===== config.mk =====
export PLATFORM = sky130hd
export DESIGN_NAME = fxa_front
export DESIGN_NICKNAME = d
export VERILOG_FILES = /design/src/fxa_pkg.sv /design/src/fxa_front.sv
export SDC_FILE = /design/constraint.sdc
export NUM_CORES = 1
export LEC_CHECK = 0
export BUFFER_PORTS_ARGS = -buffer_cell sky130_fd_sc_hd__buf_2
export CAP_MARGIN = 15
export CORE_AREA = 2 2 125 127
export DETAILED_ROUTE_END_ITERATION = 8
export DIE_AREA = 0 0 127 129
export PLACE_DENSITY_LB_ADDON = 0.1
export SYNTH_ARGS = -nofsm -noshare
export SYNTH_HDL_FRONTEND = slang
export SYNTH_SLANG_ARGS = --single-unit

===== constraint.sdc =====
create_clock -name vclk -period 10.2
set_input_delay 0 -clock vclk [all_inputs]
set_output_delay 0 -clock vclk [all_outputs]
set_load 0.01 [all_outputs]

===== src/fxa_pkg.sv =====
// Shared types and constants for the fixed-point ALU.
package fxa_pkg;

   localparam int DATA_WIDTH_DEF = 32;
   localparam int FRAC_BITS_DEF  = 8;
   localparam int FIFO_DEPTH_DEF = 2;

   typedef enum logic [3:0] {
      OP_ADD     = 4'd0,
      OP_SUB     = 4'd1,
      OP_MUL     = 4'd2,
      OP_DIV     = 4'd3,
      OP_GT      = 4'd4,
      OP_LT      = 4'd5,
      OP_GE      = 4'd6,
      OP_LE      = 4'd7,
      OP_EQ      = 4'd8,
      OP_NE      = 4'd9,
      OP_MIN     = 4'd10,
      OP_MAX     = 4'd11,
      OP_INC     = 4'd12,
      OP_DEC     = 4'd13,
      OP_TOINT   = 4'd14,
      OP_FROMINT = 4'd15
   } fxa_op_type;

   typedef enum logic [1:0] {
      KIND_SIMPLE = 2'd0,
      KIND_MUL    = 2'd1,
      KIND_DIV    = 2'd2
   } fxa_kind_type;

   typedef struct packed {
      fxa_kind_type kind;
      logic         neg;
      logic         cmp;
      logic         dz;
      logic         sat;
   } fxa_ctrl_type;

   localparam int CTRL_W = $bits(fxa_ctrl_type);

endpackage


===== src/fxa_front.sv =====
// Front end: decodes an operation, finishes the simple ones and prepares magnitudes.
module fxa_front import fxa_pkg::*; #(
   parameter int DATA_WIDTH = DATA_WIDTH_DEF,
   parameter int FRAC_BITS  = FRAC_BITS_DEF
) (
   input  logic [3:0]                   req_func,
   input  logic signed [DATA_WIDTH-1:0] req_operand_a,
   input  logic signed [DATA_WIDTH-1:0] req_operand_b,
   output fxa_ctrl_type                 item_ctrl,
   output logic [DATA_WIDTH-1:0]        item_res,
   output logic [DATA_WIDTH-1:0]        item_mag_a,
   output logic [DATA_WIDTH-1:0]        item_mag_b
);

   localparam int DW = DATA_WIDTH;
   localparam logic [DW-1:0] MAX_VAL = {1'b0, {(DW-1){1'b1}}};
   localparam logic [DW-1:0] MIN_VAL = {1'b1, {(DW-1){1'b0}}};

   fxa_op_type      op;
   logic [DW-1:0]   a, b, opb, sum, clamp_a, to_int, from_int;
   logic            sub, same, ovf, lt, eq, fi_ovf;
   logic [FRAC_BITS:0] a_top;

   assign op  = fxa_op_type'(req_func);
   assign a   = req_operand_a;
   assign b   = req_operand_b;

   // Increment and decrement share the add/subtract path with a unit operand.
   assign sub  = (op == OP_SUB) || (op == OP_DEC);
   assign opb  = ((op == OP_INC) || (op == OP_DEC)) ? DW'(1) : b;
   assign sum  = sub ? (a - opb) : (a + opb);
   assign same = (a[DW-1] == opb[DW-1]);
   assign ovf  = (sub ? !same : same) && (sum[DW-1] != a[DW-1]);
   assign clamp_a = a[DW-1] ? MIN_VAL : MAX_VAL;

   assign lt = $signed(a) < $signed(b);
   assign eq = (a == b);

   assign to_int = DW'($signed(a) >>> FRAC_BITS);

   // The shift from integer overflows unless the bits shifted out match the sign.
   assign a_top    = a[DW-1 -: FRAC_BITS+1];
   assign fi_ovf   = !((&a_top) || !(|a_top));
   assign from_int = a << FRAC_BITS;

   assign item_mag_a = a[DW-1] ? (~a + DW'(1)) : a;
   assign item_mag_b = b[DW-1] ? (~b + DW'(1)) : b;

   always_comb begin
      item_ctrl.kind = KIND_SIMPLE;
      item_ctrl.neg  = a[DW-1] ^ b[DW-1];
      item_ctrl.cmp  = 1'b0;
      item_ctrl.dz   = 1'b0;
      item_ctrl.sat  = 1'b0;
      item_res       = '0;
      unique case (op)
         OP_ADD, OP_SUB, OP_INC, OP_DEC: begin
            item_res      = ovf ? clamp_a : sum;
            item_ctrl.sat = ovf;
         end
         OP_MUL: item_ctrl.kind = KIND_MUL;
         OP_DIV: begin
            item_ctrl.kind = (b == '0) ? KIND_SIMPLE : KIND_DIV;
            item_ctrl.dz   = (b == '0);
         end
         OP_GT: item_ctrl.cmp = !lt && !eq;
         OP_LT: item_ctrl.cmp = lt;
         OP_GE: item_ctrl.cmp = !lt;
         OP_LE: item_ctrl.cmp = lt || eq;
         OP_EQ: item_ctrl.cmp = eq;
         OP_NE: item_ctrl.cmp = !eq;
         OP_MIN: item_res = (lt || eq) ? a : b;
         OP_MAX: item_res = !lt ? a : b;
         OP_TOINT: item_res = to_int;
         OP_FROMINT: begin
            item_res      = fi_ovf ? clamp_a : from_int;
            item_ctrl.sat = fi_ovf;
         end
      endcase
   end

endmodule


==> qor_table.md <==
| Step | Parameter | Value |
|---|---|---|
| outcome | Run status | complete, no violations |
| routing | Number of DRC violations after detailed-routing iteration 0 | 1029 |
| final layout | Post-layout util | 50.13% |
| sta | Slew @ Worst Pin | 1.201 ns |
| yosys | Sequential fraction of the synthesis area | 0% |
| yosys | Distinct cell type count after synthesis | 70 |
| pwr | Logic pwr share | 100.0% |
| yosys | Number of warnings printed during yosys synthesis | 0 |
| routing | Routed wire length | 29860 µm |
| flow run | Max cap viols | 0 |
| sta | Max Fclk | 156.1 MHz |
| critical path | Critical Path Most Common Cell | sky130_fd_sc_hd__a21oi_1 |
| clocking | Number of post-CTS setup repair buffers | 0 |
| sta | Shortest clock period the worst path allows after layout | 6.405 ns |
| sta | Count of pins over their slew limit | 0 |
| routing | Routed via count | 8402 |
| pwr | Worst IR Drop VDD | 32.98 µV |
| critical path | Maximum cell stage delay along the critical path | 0.79 ns |
| final layout | Signed area change from the synthesized netlist to the final layout | 12.15% |
| yosys | Share of the synthesized area in the top cell type | 12.33% |
| final layout | # diodes | 0 |
| routing | ANT nets after route | 0 |
| global routing | Global Route Usage Sum | 35.01% |
| sta | Number of hold-slack violations in the final timing report | 0 |
| sta | Endpoints failing setup | 0 |
| sta | Worst slew margin | 19.76% |
| floorplanning | CORE AREA | 14980 µm² |
| critical path | Largest fanout on the critical path | 24 |
| floorplanning | Die Height | 129 µm |
| floorplanning | Number of cell rows | 45 |
| floorplanning | Starting density of the core | 44.70% |
| critical path | Slowest stage cell, crit path | sky130_fd_sc_hd__and2_1 |
| placed design | # port buffers | 170 |
| min path | Path type of the worst min-delay path | in2out |
| sta | Setup repair after global routing missed its margin | no |
| critical path | Type of element capturing the critical path | output pin |
| pwr | Psw | 0.3393 mW |
| critical path | Critical path depth in cells | 21 |
| final layout | Filler instances | 1606 |
| pwr | Total power density per cell area | 72.83 nW/µm² |
| global routing | Initial antenna violation count | 0 |
| routing | Detailed-routing iteration count for the pre-antenna-repair pass | 6 |
| critical path | Buf/Inv on CP | 4 |
| yosys | Netlist area before placement | 6695 µm² |
| routing | Post-route DRC violation count | 0 |
| routing | WL per Instance | 22.93 µm |
| clocking | # resized after CTS | 0 |
| final layout | Layout cell share with drive strength beyond 1 | 23.34% |
| critical path | Dominant delay contributor by cell family on the critical path | simple AND/OR/NAND/NOR gates |
| yosys | Synth top cells by count | sky130_fd_sc_hd__nor2_1 (111), sky130_fd_sc_hd__nand2_1 (99), sky130_fd_sc_hd__a21oi_1 (98), sky130_fd_sc_hd__xnor2_1 (77), sky130_fd_sc_hd__o21ai_0 (69) |
| yosys | Synthesized area per cell | 6.596 µm² |
| sta | Setup tns final | 0 ns |
| pwr | Sw Share | 62.05% |
| critical path | Critical-path cell list | buf_2 > or2_2 > a21oi_1 > and2_1 > nor2_1 > buf_4 > a21oi_1 > nor2_1 > nor3_1 > ha_1 > a21oi_1 > o21ai_0 > a311oi_1 > o21ai_0 > a2111oi_2 > nor3_2 > nor3_2 > buf_4 > nor3_1 > o221ai_2 > buf_2 |
| placed design | Weighted congestion reported at the end of routability-driven placement | 0.9512 |
| critical path | Critical Path RT | 10.20 ns |
| global routing | Via count of the first global-routing pass | 7543 |
| critical path | Startpoint type of the worst setup path | primary input |
| pwr | Relative contribution of the clock network to total power | 0% |
| placed design | Placement-stage worst setup slack | 3.890 ns |
| sta | Slack of the critical path | 3.795 ns |
| pwr | Int Pwr | 0.2075 mW |
| clocking | Number of buffers added to fix hold violations after cts | 0 |
| final layout | Sequential cells | 0 |
| yosys | Count leader, synth | sky130_fd_sc_hd__nor2_1 |
| pwr | Leakage power total | 3.312 nW |
| yosys | Top area cells in the synthesized netlist | sky130_fd_sc_hd__ha_1 (12%), sky130_fd_sc_hd__xnor2_1 (10%), sky130_fd_sc_hd__a21oi_1 (7.3%) |
| final layout | Number of clock buffer instances in the layout | 0 |
| sta | Final period utilization | 62.79% |
| pwr | Register share of total power | 0% |
| placed design | HPWL after DPL | 23190 µm |
| yosys | Count of mapped cells out of synthesis | 1015 |
| min path | Instance count along the most critical hold path | 2 |
| floorplanning | Horizontal die dimension | 127 µm |
| yosys | Library cell occupying the most area in the post-synthesis netlist | sky130_fd_sc_hd__ha_1 |
| routing | DR vias/cell | 6.453 |
| floorplanning | Die area | 16380 µm² |
| final layout | Total area of sequential cells | 0 µm² |
| floorplanning | Top-level I/O count | 170 |
| critical path | Startpoint-to-endpoint class of the critical path | in2out |
| global routing | First-pass GRT wire length | 45150 µm |
| global routing | Maximum number of pins on one net before global-route repair | 64 |
| final layout | Number of nets in the layout | 1251 |
| global routing | Global-route congestion overflow total | 0 |
| yosys | Synthesized Nets | 1150 |
| critical path | Crit path DAT | 6.40 ns |
==> power groups by stage <==
| stage | combinational, mW | sequential (mW) | clock, mW |
|---|---|---|---|
| floorplan | 0.366 | 0 | 0 |
| global placement | 0.534 | 0 | 0 |
| detailed placement | 0.532 | 0 | 0 |
| CTS | 0.535 | 0 | 0 |
| global route | 0.590 | 0 | 0 |
| finish | 0.547 | 0 | 0 |
==> worst paths after layout <==
kind,start,slack (ns),endpoint
setup / recovery,req_func[3],3.80,item_res[21]
hold / removal,req_operand_b[0],0.27,item_mag_b[0]
==> cell type report <==
cell class | instances | area, µm² | area share (%)
well taps | 188 | 235.2 | 3.133
inverters | 54 | 202.7 | 2.700
repair buffers | 178 | 910.9 | 12.13
multi-input cells | 882 | 6160 | 82.04
==> per-layer routing <==
layer / GRT usage, % / vias up / routed length, µm
li1: - / 3942 / -
met1: 52.59 / 3889 / 13500
met2: 52.56 / 536 / 12220
met3: 6.819 / 35 / 3631
met4: 5.042 / 0 / 500
met5: 0 / - / 0
==> cell families after synthesis <==
| group | after synthesis | synth area share (%) |
|---|---|---|
| AO/OA/AOI/OAI | 343 | 36.70 |
| XOR/XNOR | 87 | 11.38 |
| adder cells (fa/ha/maj) | 67 | 12.63 |
| buffers and inverters | 133 | 8.204 |
| multiplexers | 34 | 5.662 |
| AND/OR/NAND/NOR | 351 | 25.42 |
==> through the flow <==
| stage | power, mW | hold WS [ns] | area (µm²) | std cells |
|---|---|---|---|---|
| 3_3_place_gp | 0.5344 | 0.2784 | 7508 | 1302 |
| 5_1_grt | 0.5901 | 0.2831 | 7508 | 1302 |
| 4_1_cts | 0.5348 | 0.2714 | 7508 | 1302 |
| 6_report | 0.5469 | 0.2743 | 7508 | 1302 |
| 2_1_floorplan | 0.3664 | 0.08006 | 6695 | 1015 |
| 3_5_place_dp | 0.5320 | 0.2719 | 7508 | 1302 |
==> placed cells by master, fill, tap and decap left out, drive strengths merged, types with 16 or more instances in the layout <==
master and count:
buf 178, nor3 23, a21o 19, a21oi 98, a221oi 28, inv 54
o221ai 30, nor2 112, nand3 23, o21a 22, nand2 99, xnor2 77
o21ai 72, mux2 31, ha 66, a31oi 16
Note: power is estimated with default switching activity, not from simulation.
