`src/fxa_pkg.sv`:
```
// Shared types and constants for the fixed-point ALU.
package fxa_pkg;

   localparam int DATA_WIDTH_DEF = 32;
   localparam int FRAC_BITS_DEF  = 8;
   localparam int FIFO_DEPTH_DEF = 2;

   typedef enum logic [3:0] {
      OP_ADD     = 4'd0,
      OP_SUB     = 4'd1,
      OP_MUL     = 4'd2,
      OP_DIV     = 4'd3,
      OP_GT      = 4'd4,
      OP_LT      = 4'd5,
      OP_GE      = 4'd6,
      OP_LE      = 4'd7,
      OP_EQ      = 4'd8,
      OP_NE      = 4'd9,
      OP_MIN     = 4'd10,
      OP_MAX     = 4'd11,
      OP_INC     = 4'd12,
      OP_DEC     = 4'd13,
      OP_TOINT   = 4'd14,
      OP_FROMINT = 4'd15
   } fxa_op_type;

   typedef enum logic [1:0] {
      KIND_SIMPLE = 2'd0,
      KIND_MUL    = 2'd1,
      KIND_DIV    = 2'd2
   } fxa_kind_type;

   typedef struct packed {
      fxa_kind_type kind;
      logic         neg;
      logic         cmp;
      logic         dz;
      logic         sat;
   } fxa_ctrl_type;

   localparam int CTRL_W = $bits(fxa_ctrl_type);

endpackage

```
`src/fxa_fifo.sv`:
```
// Short queue between the front end and the arithmetic pipeline.
module fxa_fifo import fxa_pkg::*; #(
   parameter int WIDTH = CTRL_W,
   parameter int DEPTH = FIFO_DEPTH_DEF
) (
   input  logic             clock,
   input  logic             reset,
   input  logic             push,
   input  logic [WIDTH-1:0] push_data,
   input  logic             pop,
   output logic [WIDTH-1:0] pop_data,
   output logic             full,
   output logic             empty
);

   // DEPTH is a power of two so the pointers wrap on their own.
   localparam int PW = (DEPTH > 1) ? $clog2(DEPTH) : 1;

   logic [WIDTH-1:0] slot_ff [DEPTH];
   logic [PW-1:0]    wr_ff, wr_in, rd_ff, rd_in;
   logic [PW:0]      count_ff, count_in;
   logic             do_push, do_pop;

   assign full     = (count_ff == (PW+1)'(DEPTH));
   assign empty    = (count_ff == '0);
   assign do_push  = push && !full;
   assign do_pop   = pop && !empty;
   assign pop_data = slot_ff[rd_ff];

   assign wr_in    = do_push ? wr_ff + PW'(1) : wr_ff;
   assign rd_in    = do_pop ? rd_ff + PW'(1) : rd_ff;
   assign count_in = count_ff + (PW+1)'(do_push) - (PW+1)'(do_pop);

   always_ff @(posedge clock) begin
      if (reset) begin
         wr_ff    <= '0;
         rd_ff    <= '0;
         count_ff <= '0;
      end else begin
         wr_ff    <= wr_in;
         rd_ff    <= rd_in;
         count_ff <= count_in;
      end
   end

   always_ff @(posedge clock) begin
      if (do_push) begin
         slot_ff[wr_ff] <= push_data;
      end
   end

endmodule

```
`config.mk`:
```
export PLATFORM = sky130hd
export DESIGN_NAME = fxa_fifo
export DESIGN_NICKNAME = d
export VERILOG_FILES = /design/src/fxa_pkg.sv /design/src/fxa_fifo.sv
export SDC_FILE = /design/constraint.sdc
export NUM_CORES = 1
export LEC_CHECK = 0
export BUFFER_PORTS_ARGS = -buffer_cell sky130_fd_sc_hd__buf_2
export CAP_MARGIN = 20
export CORE_MARGIN = 2
export CORE_UTILIZATION = 35
export DETAILED_ROUTE_END_ITERATION = 8
export PLACE_DENSITY = 0.55
export SETUP_SLACK_MARGIN = 0.5
export SLEW_MARGIN = 15
export SYNTH_ARGS = -nofsm -noshare
export SYNTH_HDL_FRONTEND = slang
export SYNTH_SLANG_ARGS = --single-unit
```
`constraint.sdc`:
```
create_clock -name clock -period 1.5 [get_ports clock]
set_input_delay 0.075 -clock clock [delete_from_list [all_inputs] [get_ports clock]]
set_output_delay 0.075 -clock clock [all_outputs]
set_load 0.05 [all_outputs]
```
==> flow_metrics.env, run 1 <==
export IMPL_outcome="finished clean"
export IMPL_wl_um=1317
export IMPL_syn_nets=58
export IMPL_ys_ff_latch=17
export IMPL_worst_setup_path_type="reg -> reg"
export IMPL_row_count=15
export IMPL_stdcell_count=106
export IMPL_postRouteAntennaNets=0
export IMPL_io_buffers=17
export IMPL_ys_seq_area_share_pct=69.04
export IMPL_finish_utilization_pct=65.53
export IMPL_yosys_area_top_type_share_pct=54.03
export IMPL_timing_fmax_mhz=666.9
export IMPL_syn_area_um2=666.9
export IMPL_hold_path_class="in -> reg"
export IMPL_cp_max_fo=5
export IMPL_h_tree_depth=1
export IMPL_cts_tree="done"
export IMPL_die_height_um=47.65
export IMPL_routed_via_count=459
export IMPL_setup_violations_final=0
export IMPL_initial_core_util_pct=37.80
export IMPL_p_leak_nw=0.4689
export IMPL_drc=0
export IMPL_power_frac_comb_pct=57.1
export IMPL_die_width_um=47.65
export IMPL_synth_cells=46
export IMPL_fin_area_um2=1156
export IMPL_power_frac_seq_pct=32.3
export IMPL_antennaDiodeCount=0
export IMPL_dp_cells=89
export IMPL_final_period_utilization_pct=99.97
export IMPL_first_pass_iters=4
export IMPL_gp_congestion=0.7043
export IMPL_grt_pass1_vias=399
export IMPL_syn_to_final_growth_pct=73.36
export IMPL_cts_sinks=17
export IMPL_drive_gt1_share_pct=62.96
export IMPL_overflow=0
export IMPL_post_synth_num_cell_types=20
export IMPL_boundaryPins=18
export IMPL_antenna_found_initial=0
export IMPL_setup_tns_ns=0
export IMPL_numCtsBuffers=3
export IMPL_finalMaxSlewViolations=0
export IMPL_tightestPinTransition_ns=0.2307
export IMPL_grt_usage_pct=11.93
export IMPL_fin_crit_ns=1.500
export IMPL_coreArea_um2=1764
export IMPL_power_density_nw_per_um2=1944
export IMPL_root_buffer="clkbuf_4"
export IMPL_path_clk_slew_ns=0.10
export IMPL_syn_area_per_cell_um2=14.50
export IMPL_placed_cell_area_um2=807.0
export IMPL_post_drt_wl_per_cell_um=12.42
export IMPL_synth_top_area_cell="edfxtp_1"
export IMPL_p_sw_share_pct=38.08
export IMPL_relSlewSlack_pct=84.46
export IMPL_clk_path_buf_depth=2
export IMPL_switching_power_mw=0.8557
export IMPL_cp_end_kind="flip-flop"
export IMPL_startpoint_type="flip-flop"
export IMPL_place_hpwl_um=710.2
export IMPL_clkLatencyLatePin_ns=0.28
export IMPL_whs_ns=0.2516
export IMPL_fin_skew_ns=0.007812
export IMPL_p_int_mw=1.391
export IMPL_ir_drop_v=0.001159
export IMPL_avgViaCountPerCell=4.330
export IMPL_arrival_ns=1.72
export IMPL_nNetsFinal=94
export IMPL_required_ns=1.72
export IMPL_yosysWarnings=0
export IMPL_maxCapViolCount=0
export IMPL_pwr_share_clk_pct=10.6
export IMPL_drt_iter0_drc=4
export IMPL_grt_max_degree=10
export IMPL_grt_pass1_wl_um=1690
export IMPL_die_area_um2=2271
export IMPL_synthTopCellsByArea="edfxtp_1 54%, dfxtp_1 15%, mux2_2 10%"
export IMPL_final_hold_violation_count=0
export IMPL_rsz0062_at_grt="yes"
==> worst max-delay path, cell delays in order, from the launching register on <==
cell,delay (ns)
dfxtp_4,0.38
o21a_4,0.23
ha_4,0.26
inv_2,0.04
ha_4,0.15
xor2_2,0.14
and2_1,0.14
nor3_2,0.09
==> cell type report <==
type	instances	area, um^2
Timing Repair Buffer	32	314.1
Clock buffer	4	26.28
Inverter	4	22.52
Tap cell	25	31.28
Sequential cell	17	469.2
Multi-Input combinational cell	24	292.8
Fill cell	140	608.1
==> logic make-up (layout without fill, tap and decap cells) <==
logic type | count (synthesis) | after routing | synth area share, %
DFF | 17 | 17 | 69.04
and+or+nand+nor | 11 | 11 | 8.819
muxes | 6 | 6 | 10.13
buffers and inverters | 5 | 40 | 2.813
AOI/OAI and AO/OA | 3 | 3 | 2.813
adders and majority gates | 2 | 2 | 3.752
xor gates and xnor gates | 2 | 2 | 2.627
==> metrics by stage <==
step | setup slack (ns) | power [mW]
after detailed placement | -0.06213 | 1.436
final | 0.0004183 | 2.247
after global routing | -0.05610 | 2.364
after global placement | 0.0002292 | 1.423
after CTS | -0.03787 | 2.070
after floorplan | 0.03943 | 1.269
==> timing repair <==
action	CTS	global route
cloned	0	0
hold buffers	7	0
resized for setup	43	9
pin swaps	2	7
endpoints found under the hold margin	15	0
buffers inserted	2	4
setup endpoints to repair	25	25
==> Yosys cell counts (all sizes together) <==
library cell  instances
xnor2                 1
edfxtp               12
and2                  1
dfxtp                 5
nand2                 1
ha                    2
o21a                  1
or3                   1
inv                   4
nor2b                 1
nor3                  1
xor2                  1
a21oi                 1
mux2                  6
and3                  1
nand2b                1
clkbuf                1
nor2                  4
o21ai                 1
==> placed cells by master (no fill, tap or decap), types with 2 or more instances in the layout <==
master	synthesis	final
nor2_1	4	4
dfxtp_1	5	2
dfxtp_4	0	2
edfxtp_1	12	12
clkbuf_4	0	3
buf_2	0	9
buf_6	0	7
dlygate4sd3_1	0	7
buf_8	0	7
mux2_4	0	6
buf_4	0	2
ha_4	0	2
==> final timing paths <==
path | cells past startpoint | from | slack, ns | to
max | 7 | count_ff[1] | 0.0004 | count_ff[1]
min | 4 | push | 0.25 | wr_ff
max reg2reg | 7 | count_ff[1] | 0.0004 | count_ff[1]
min reg2reg | 2 | wr_ff | 0.55 | wr_ff
==> flip-flops by register name (all words and copies together), names as in the netlist, named ones only <==
register / count
count_ff: 2
rd_ff: 1
slot_ff: 12
wr_ff: 1
==> power by group through the flow <==
stage / Combinational, mW / Clock (mW) / Sequential, mW
3_3_place_gp: 0.729 / 0 / 0.694
2_1_floorplan: 0.608 / 0 / 0.660
5_1_grt: 1.35 / 0.269 / 0.744
3_5_place_dp: 0.740 / 0 / 0.697
6_report: 1.28 / 0.239 / 0.726
4_1_cts: 1.11 / 0.250 / 0.713
==> metal layers <==
metal / wire length (um) / track usage [%] / vias up
met5: 0 / 0 / -
met4: 0 / 6.486 / 0
met3: 58 / 4.528 / 0
met2: 732 / 20.00 / 14
met1: 526 / 13.04 / 215
li1: - / - / 230
No activity file was read; power rests on OpenSTA's default activity.
==> run 2: changes to the inputs <==
--- a/config.mk
+++ b/config.mk
@@ -10,9 +10,9 @@
 export CORE_MARGIN = 2
 export CORE_UTILIZATION = 35
 export DETAILED_ROUTE_END_ITERATION = 8
+export GPL_TIMING_DRIVEN = 0
 export PLACE_DENSITY = 0.55
 export SETUP_SLACK_MARGIN = 0.5
-export SLEW_MARGIN = 15
 export SYNTH_ARGS = -nofsm -noshare
 export SYNTH_HDL_FRONTEND = slang
 export SYNTH_SLANG_ARGS = --single-unit
==> flow_metrics.env, run 2 (synthesis gave the netlist of run 1 again) <==
export IMPL_grt_max_degree=11
export IMPL_h_tree_depth=1
export IMPL_layout_common_cells="12 x edfxtp_1, 9 x buf_2, 8 x buf_8"
export IMPL_rr_worst_depth=7
export IMPL_path_clk_slew_ns=0.10
export IMPL_dp_cells=88
export IMPL_crit_path_frequent_cell="ha_4"
export IMPL_post_drt_wl_per_cell_um=12.57
export IMPL_relSlewSlack_pct=84.63
export IMPL_die_height_um=47.65
export IMPL_required_ns=1.71
export IMPL_avgViaCountPerCell=4.500
export IMPL_io_buffers=17
export IMPL_cp_slowest_stage_delay_ns=0.38
export IMPL_worst_path_buf_inv=1
export IMPL_power_frac_seq_pct=31.3
export IMPL_final_period_utilization_pct=98.29
export IMPL_boundaryPins=18
export IMPL_cts_tree="done"
export IMPL_fin_skew_ns=0.002405
export IMPL_outcome="finished clean"
export IMPL_top_regs="slot_ff x12, count_ff x2"
export IMPL_mostFrequentLayoutCell="edfxtp_1"
export IMPL_crit_path_cell_trace="o21a_4 -> ha_4 -> inv_2 -> ha_4 -> xor2_2 -> and2_4 -> nor3_2"
export IMPL_stdcell_count=104
export IMPL_routed_via_count=468
export IMPL_worst_setup_path_type="reg -> reg"
export IMPL_drive_gt1_share_pct=65.82
export IMPL_first_pass_iters=2
export IMPL_placed_cell_area_um2=797.0
export IMPL_whs_path_depth=2
export IMPL_grt_pass1_wl_um=2021
export IMPL_crit_family="adder cells"
export IMPL_fillers=143
export IMPL_power_mw=2.223
export IMPL_ir_drop_v=0.001198
export IMPL_timing_fmax_mhz=678.3
export IMPL_syn_to_final_growth_pct=70.54
export IMPL_gp_congestion=0.7078
export IMPL_die_area_um2=2271
export IMPL_setup_slack_ns=0.02565
export IMPL_grt_usage_pct=13.38
export IMPL_hold_path_class="in -> reg"
export IMPL_largest_reg_flops=12
export IMPL_grt_pass1_vias=484
export IMPL_whs_endpoint="wr_ff"
export IMPL_drt_iter0_drc=6
export IMPL_nNetsFinal=92
export IMPL_cp_end_kind="flip-flop"
export IMPL_cts_sinks=17
export IMPL_antenna_found_initial=0
export IMPL_drc=0
export IMPL_numCtsBuffers=3
export IMPL_rsz0062_at_grt="yes"
export IMPL_pre_cts_ws_ns=-0.04301
export IMPL_pwr_share_clk_pct=10.8
export IMPL_startpoint_type="flip-flop"
export IMPL_rrSetupSlack_ns=0.03
export IMPL_wl_um=1307
export IMPL_power_frac_comb_pct=57.9
export IMPL_switching_power_mw=0.8569
export IMPL_root_buffer="clkbuf_4"
export IMPL_setup_violations_final=0
export IMPL_top_register="slot_ff"
export IMPL_overflow=0
export IMPL_power_density_nw_per_um2=1955
export IMPL_final_hold_violation_count=0
export IMPL_cp_max_fo=5
export IMPL_postRouteAntennaNets=0
export IMPL_coreArea_um2=1764
export IMPL_hold_path_startpoint="reset"
export IMPL_clk_path_buf_depth=2
export IMPL_place_hpwl_um=682.4
export IMPL_die_width_um=47.65
export IMPL_p_int_mw=1.366
export IMPL_arrival_ns=1.68
export IMPL_initial_core_util_pct=37.80
export IMPL_p_sw_share_pct=38.54
export IMPL_finalMaxSlewViolations=0
export IMPL_clkLatencyLatePin_ns=0.28
export IMPL_rr_endpoint="count_ff[1]"
export IMPL_p_leak_nw=0.4622
export IMPL_row_count=15
export IMPL_crit_path_top_delay_cell="dfxtp_4"
export IMPL_fin_area_um2=1137
export IMPL_tightestPinTransition_ns=0.2281
export IMPL_fin_crit_ns=1.474
export IMPL_r2r_start="count_ff[1]"
export IMPL_antennaDiodeCount=0
export IMPL_maxCapViolCount=0
## run 2: worst reg2reg max path: stages, from the launching register on
cell and delay, ns:
dfxtp_4 0.38, o21a_4 0.21, ha_4 0.26, inv_2 0.04, ha_4 0.15, xor2_2 0.14, and2_4 0.13, nor3_2 0.09
## run 2: repair_timing
item,4_1_cts,5_1_grt
gates resized for setup,43,9
setup buffers,3,3
setup endpoints to repair,23,25
hold buffers,6,0
endpoints found under the hold margin,12,0
pin swaps,7,4
## run 2: area by class of cell
cell class / count / area (um^2) / area share (%)
clock buffers: 3 / 22.52 / 1.980
inverters: 4 / 22.52 / 1.980
well taps: 25 / 31.28 / 2.750
clock inverters: 1 / 5.005 / 0.4400
repair buffers: 29 / 274.0 / 24.09
flip-flops and latches: 17 / 466.7 / 41.03
plain buffers: 1 / 15.01 / 1.320
multi-input cells: 24 / 300.3 / 26.40
## run 2: worst max path at each step
stage / startpoint / end / slack [ns] / cells past startpoint
floorplan: count_ff[0] / count_ff[1] / 0.04 / 7
global placement: count_ff[0] / count_ff[1] / -0.02 / 8
detailed placement: count_ff[0] / count_ff[1] / -0.04 / 8
CTS: count_ff[1] / count_ff[1] / -0.04 / 7
global route: count_ff[0] / count_ff[1] / -0.04 / 8
finish: count_ff[1] / count_ff[1] / 0.03 / 7
## run 2: per-stage QoR
step | hold WS [ns] | util (%) | setup TNS [ns]
2_1_floorplan | 0.1392 | - | 0
3_3_place_gp | 0.2647 | 45.18 | -0.02112
3_5_place_dp | 0.2669 | 45.18 | -0.04301
4_1_cts | 0.01092 | 60.92 | -0.03758
5_1_grt | 0.01352 | 64.47 | -0.1168
6_report | 0.01885 | 64.47 | 0
## run 2: per-layer routing
metal | up-vias | wire, um | global-route usage [%]
li1 | 227 | - | -
met1 | 229 | 519 | 15.55
met2 | 10 | 740 | 23.78
met3 | 2 | 43 | 2.264
met4 | 0 | 4 | 6.486
met5 | - | 0 | 0
## run 2: power by group through the flow
stage	Sequential (mW)	Clock (mW)	Combinational, mW
6_report	0.696	0.239	1.29
5_1_grt	0.708	0.268	1.37
4_1_cts	0.681	0.246	1.15
3_5_place_dp	0.671	0	0.739
3_3_place_gp	0.670	0	0.734
2_1_floorplan	0.660	0	0.608
==> run 3: changes to the inputs <==
--- a/config.mk
+++ b/config.mk
@@ -12,6 +12,7 @@
 export DETAILED_ROUTE_END_ITERATION = 8
 export GPL_TIMING_DRIVEN = 0
 export PLACE_DENSITY = 0.55
+export REMOVE_ABC_BUFFERS = 1
 export SETUP_SLACK_MARGIN = 0.5
 export SYNTH_ARGS = -nofsm -noshare
 export SYNTH_HDL_FRONTEND = slang
==> flow_metrics.env, run 3 (synthesis gave the netlist of run 1 again) <==
export IMPL_outcome="finished clean"
export IMPL_layout_common_cells="12 x edfxtp_1, 9 x buf_2, 7 x dlygate4sd3_1, 7 x buf_8, 6 x mux2_4"
export IMPL_die_height_um=47.65
export IMPL_fin_skew_ns=0.005361
export IMPL_startpoint_type="flip-flop"
export IMPL_final_hold_violation_count=0
export IMPL_antenna_found_initial=0
export IMPL_wl_um=1167
export IMPL_die_width_um=47.65
export IMPL_root_buffer="clkbuf_4"
export IMPL_rr_endpoint="count_ff[1]"
export IMPL_setup_tns_ns=0
export IMPL_die_area_um2=2271
export IMPL_syn_to_final_growth_pct=68.67
export IMPL_place_hpwl_um=710.2
export IMPL_cts_tree="done"
export IMPL_fin_crit_ns=1.496
export IMPL_whs_ns=0.2145
export IMPL_coreArea_um2=1764
export IMPL_cp_end_kind="flip-flop"
export IMPL_avgViaCountPerCell=4.327
export IMPL_arrival_ns=1.72
export IMPL_clkLatencyLatePin_ns=0.29
export IMPL_setup_violations_final=0
export IMPL_path_clk_slew_ns=0.10
export IMPL_maxCapViolCount=0
export IMPL_p_leak_nw=0.4586
export IMPL_top_regs="slot_ff x12, count_ff x2"
export IMPL_required_ns=1.72
export IMPL_whs_path_depth=4
export IMPL_rsz0062_at_grt="yes"
export IMPL_clk_path_buf_depth=2
export IMPL_hold_path_startpoint="push"
export IMPL_drc=0
export IMPL_antennaDiodeCount=0
export IMPL_overflow=0
export IMPL_numCtsBuffers=3
export IMPL_top_register="slot_ff"
export IMPL_hold_path_class="in -> reg"
export IMPL_timing_fmax_mhz=668.3
export IMPL_gp_congestion=0.7234
export IMPL_worst_setup_path_type="reg -> reg"
export IMPL_post_drt_wl_per_cell_um=11.22
export IMPL_grt_pass1_wl_um=1718
export IMPL_grt_usage_pct=11.83
export IMPL_drive_gt1_share_pct=63.29
export IMPL_postRouteAntennaNets=0
export IMPL_stdcell_count=104
export IMPL_final_period_utilization_pct=99.76
export IMPL_tightestPinTransition_ns=0.1987
export IMPL_mostFrequentLayoutCell="edfxtp_1"
export IMPL_drt_iter0_drc=6
export IMPL_finalMaxSlewViolations=0
export IMPL_largest_reg_flops=12
export IMPL_grt_max_degree=11
export IMPL_initial_core_util_pct=37.80
export IMPL_boundaryPins=18
export IMPL_cp_max_fo=3
export IMPL_rr_worst_depth=7
export IMPL_first_pass_iters=3
export IMPL_cts_sinks=17
export IMPL_whs_endpoint="wr_ff"
export IMPL_ir_drop_v=0.001136
export IMPL_rrSetupSlack_ns=0.004
export IMPL_grt_pass1_vias=426
export IMPL_routed_via_count=450
export IMPL_nNetsFinal=92
export IMPL_dp_cells=87
export IMPL_power_density_nw_per_um2=1915
export IMPL_io_buffers=17
export IMPL_h_tree_depth=1
export IMPL_relSlewSlack_pct=86.62
export IMPL_fillers=142
export IMPL_row_count=15
export IMPL_r2r_start="count_ff[1]"
==> run 3: cell count changes in the layout (fill, tap and decap cells not counted), sizes merged <==
cell,before,now
buf,24,23
dlygate4sd3,6,7
==> run 3: what timing repair did <==
item	in CTS	in global routing
setup buffers	3	3
resized for setup	44	11
hold buffers	7	0
setup endpoints to repair	23	25
pin swaps	2	2
hold endpoints to repair	15	0
==> run 3: metrics by stage <==
stage | instance area, um^2 | worst slack (ns) | util (%) | power [mW]
floorplan | 663.1 | 0.03801 | - | 1.234
global placement | 779.5 | -0.01937 | 44.18 | 1.371
detailed placement | 779.5 | -0.06205 | 44.18 | 1.376
CTS | 1056 | 0.01468 | 59.86 | 2.023
global route | 1125 | -0.05703 | 63.76 | 2.265
finish | 1125 | 0.003577 | 63.76 | 2.155
==> run 3: per-layer routing <==
layer  GRT usage [%]  up-vias  part of all wire, %
li1                -      225                    -
met1           12.50      209                   39
met2           20.27       14                   54
met3           6.792        2                  5.6
met4           3.243        0                  1.1
met5               0        -                    0
==> run 3: final cells by class <==
| type | count | area [um^2] | share of cell area, % |
|---|---|---|---|
| inverter | 4 | 22.52 | 2.002 |
| multi-input combinational | 24 | 284.0 | 25.25 |
| timing repair buffer | 30 | 287.8 | 25.58 |
| clock inverter | 1 | 5.005 | 0.4449 |
| tap | 25 | 31.28 | 2.781 |
| sequential | 17 | 471.7 | 41.94 |
| clock buffer | 3 | 22.52 | 2.002 |
==> run 3: worst max path at each step <==
stage                       end  cells after the start  slack, ns        start
floorplan           count_ff[1]                      7       0.04  count_ff[1]
global placement    count_ff[1]                      7      -0.02  count_ff[1]
detailed placement  count_ff[1]                      8      -0.06  count_ff[0]
CTS                 count_ff[1]                      7       0.01  count_ff[1]
global route        count_ff[1]                      7      -0.06  count_ff[1]
finish              count_ff[1]                      7      0.004  count_ff[1]
==> run 3: critical path: stages (launching register included) <==
cell and delay (ns):
dfxtp_4 0.37, o21a_4 0.21, ha_4 0.26, inv_2 0.04, ha_4 0.15, xor2_2 0.14, and2_1 0.15, nor3_1 0.12
==> run 3: where the power goes <==
part           switching [mW]  internal (mW)
combinational           0.597          0.601
clock                   0.142         0.0994
sequential             0.0848          0.631
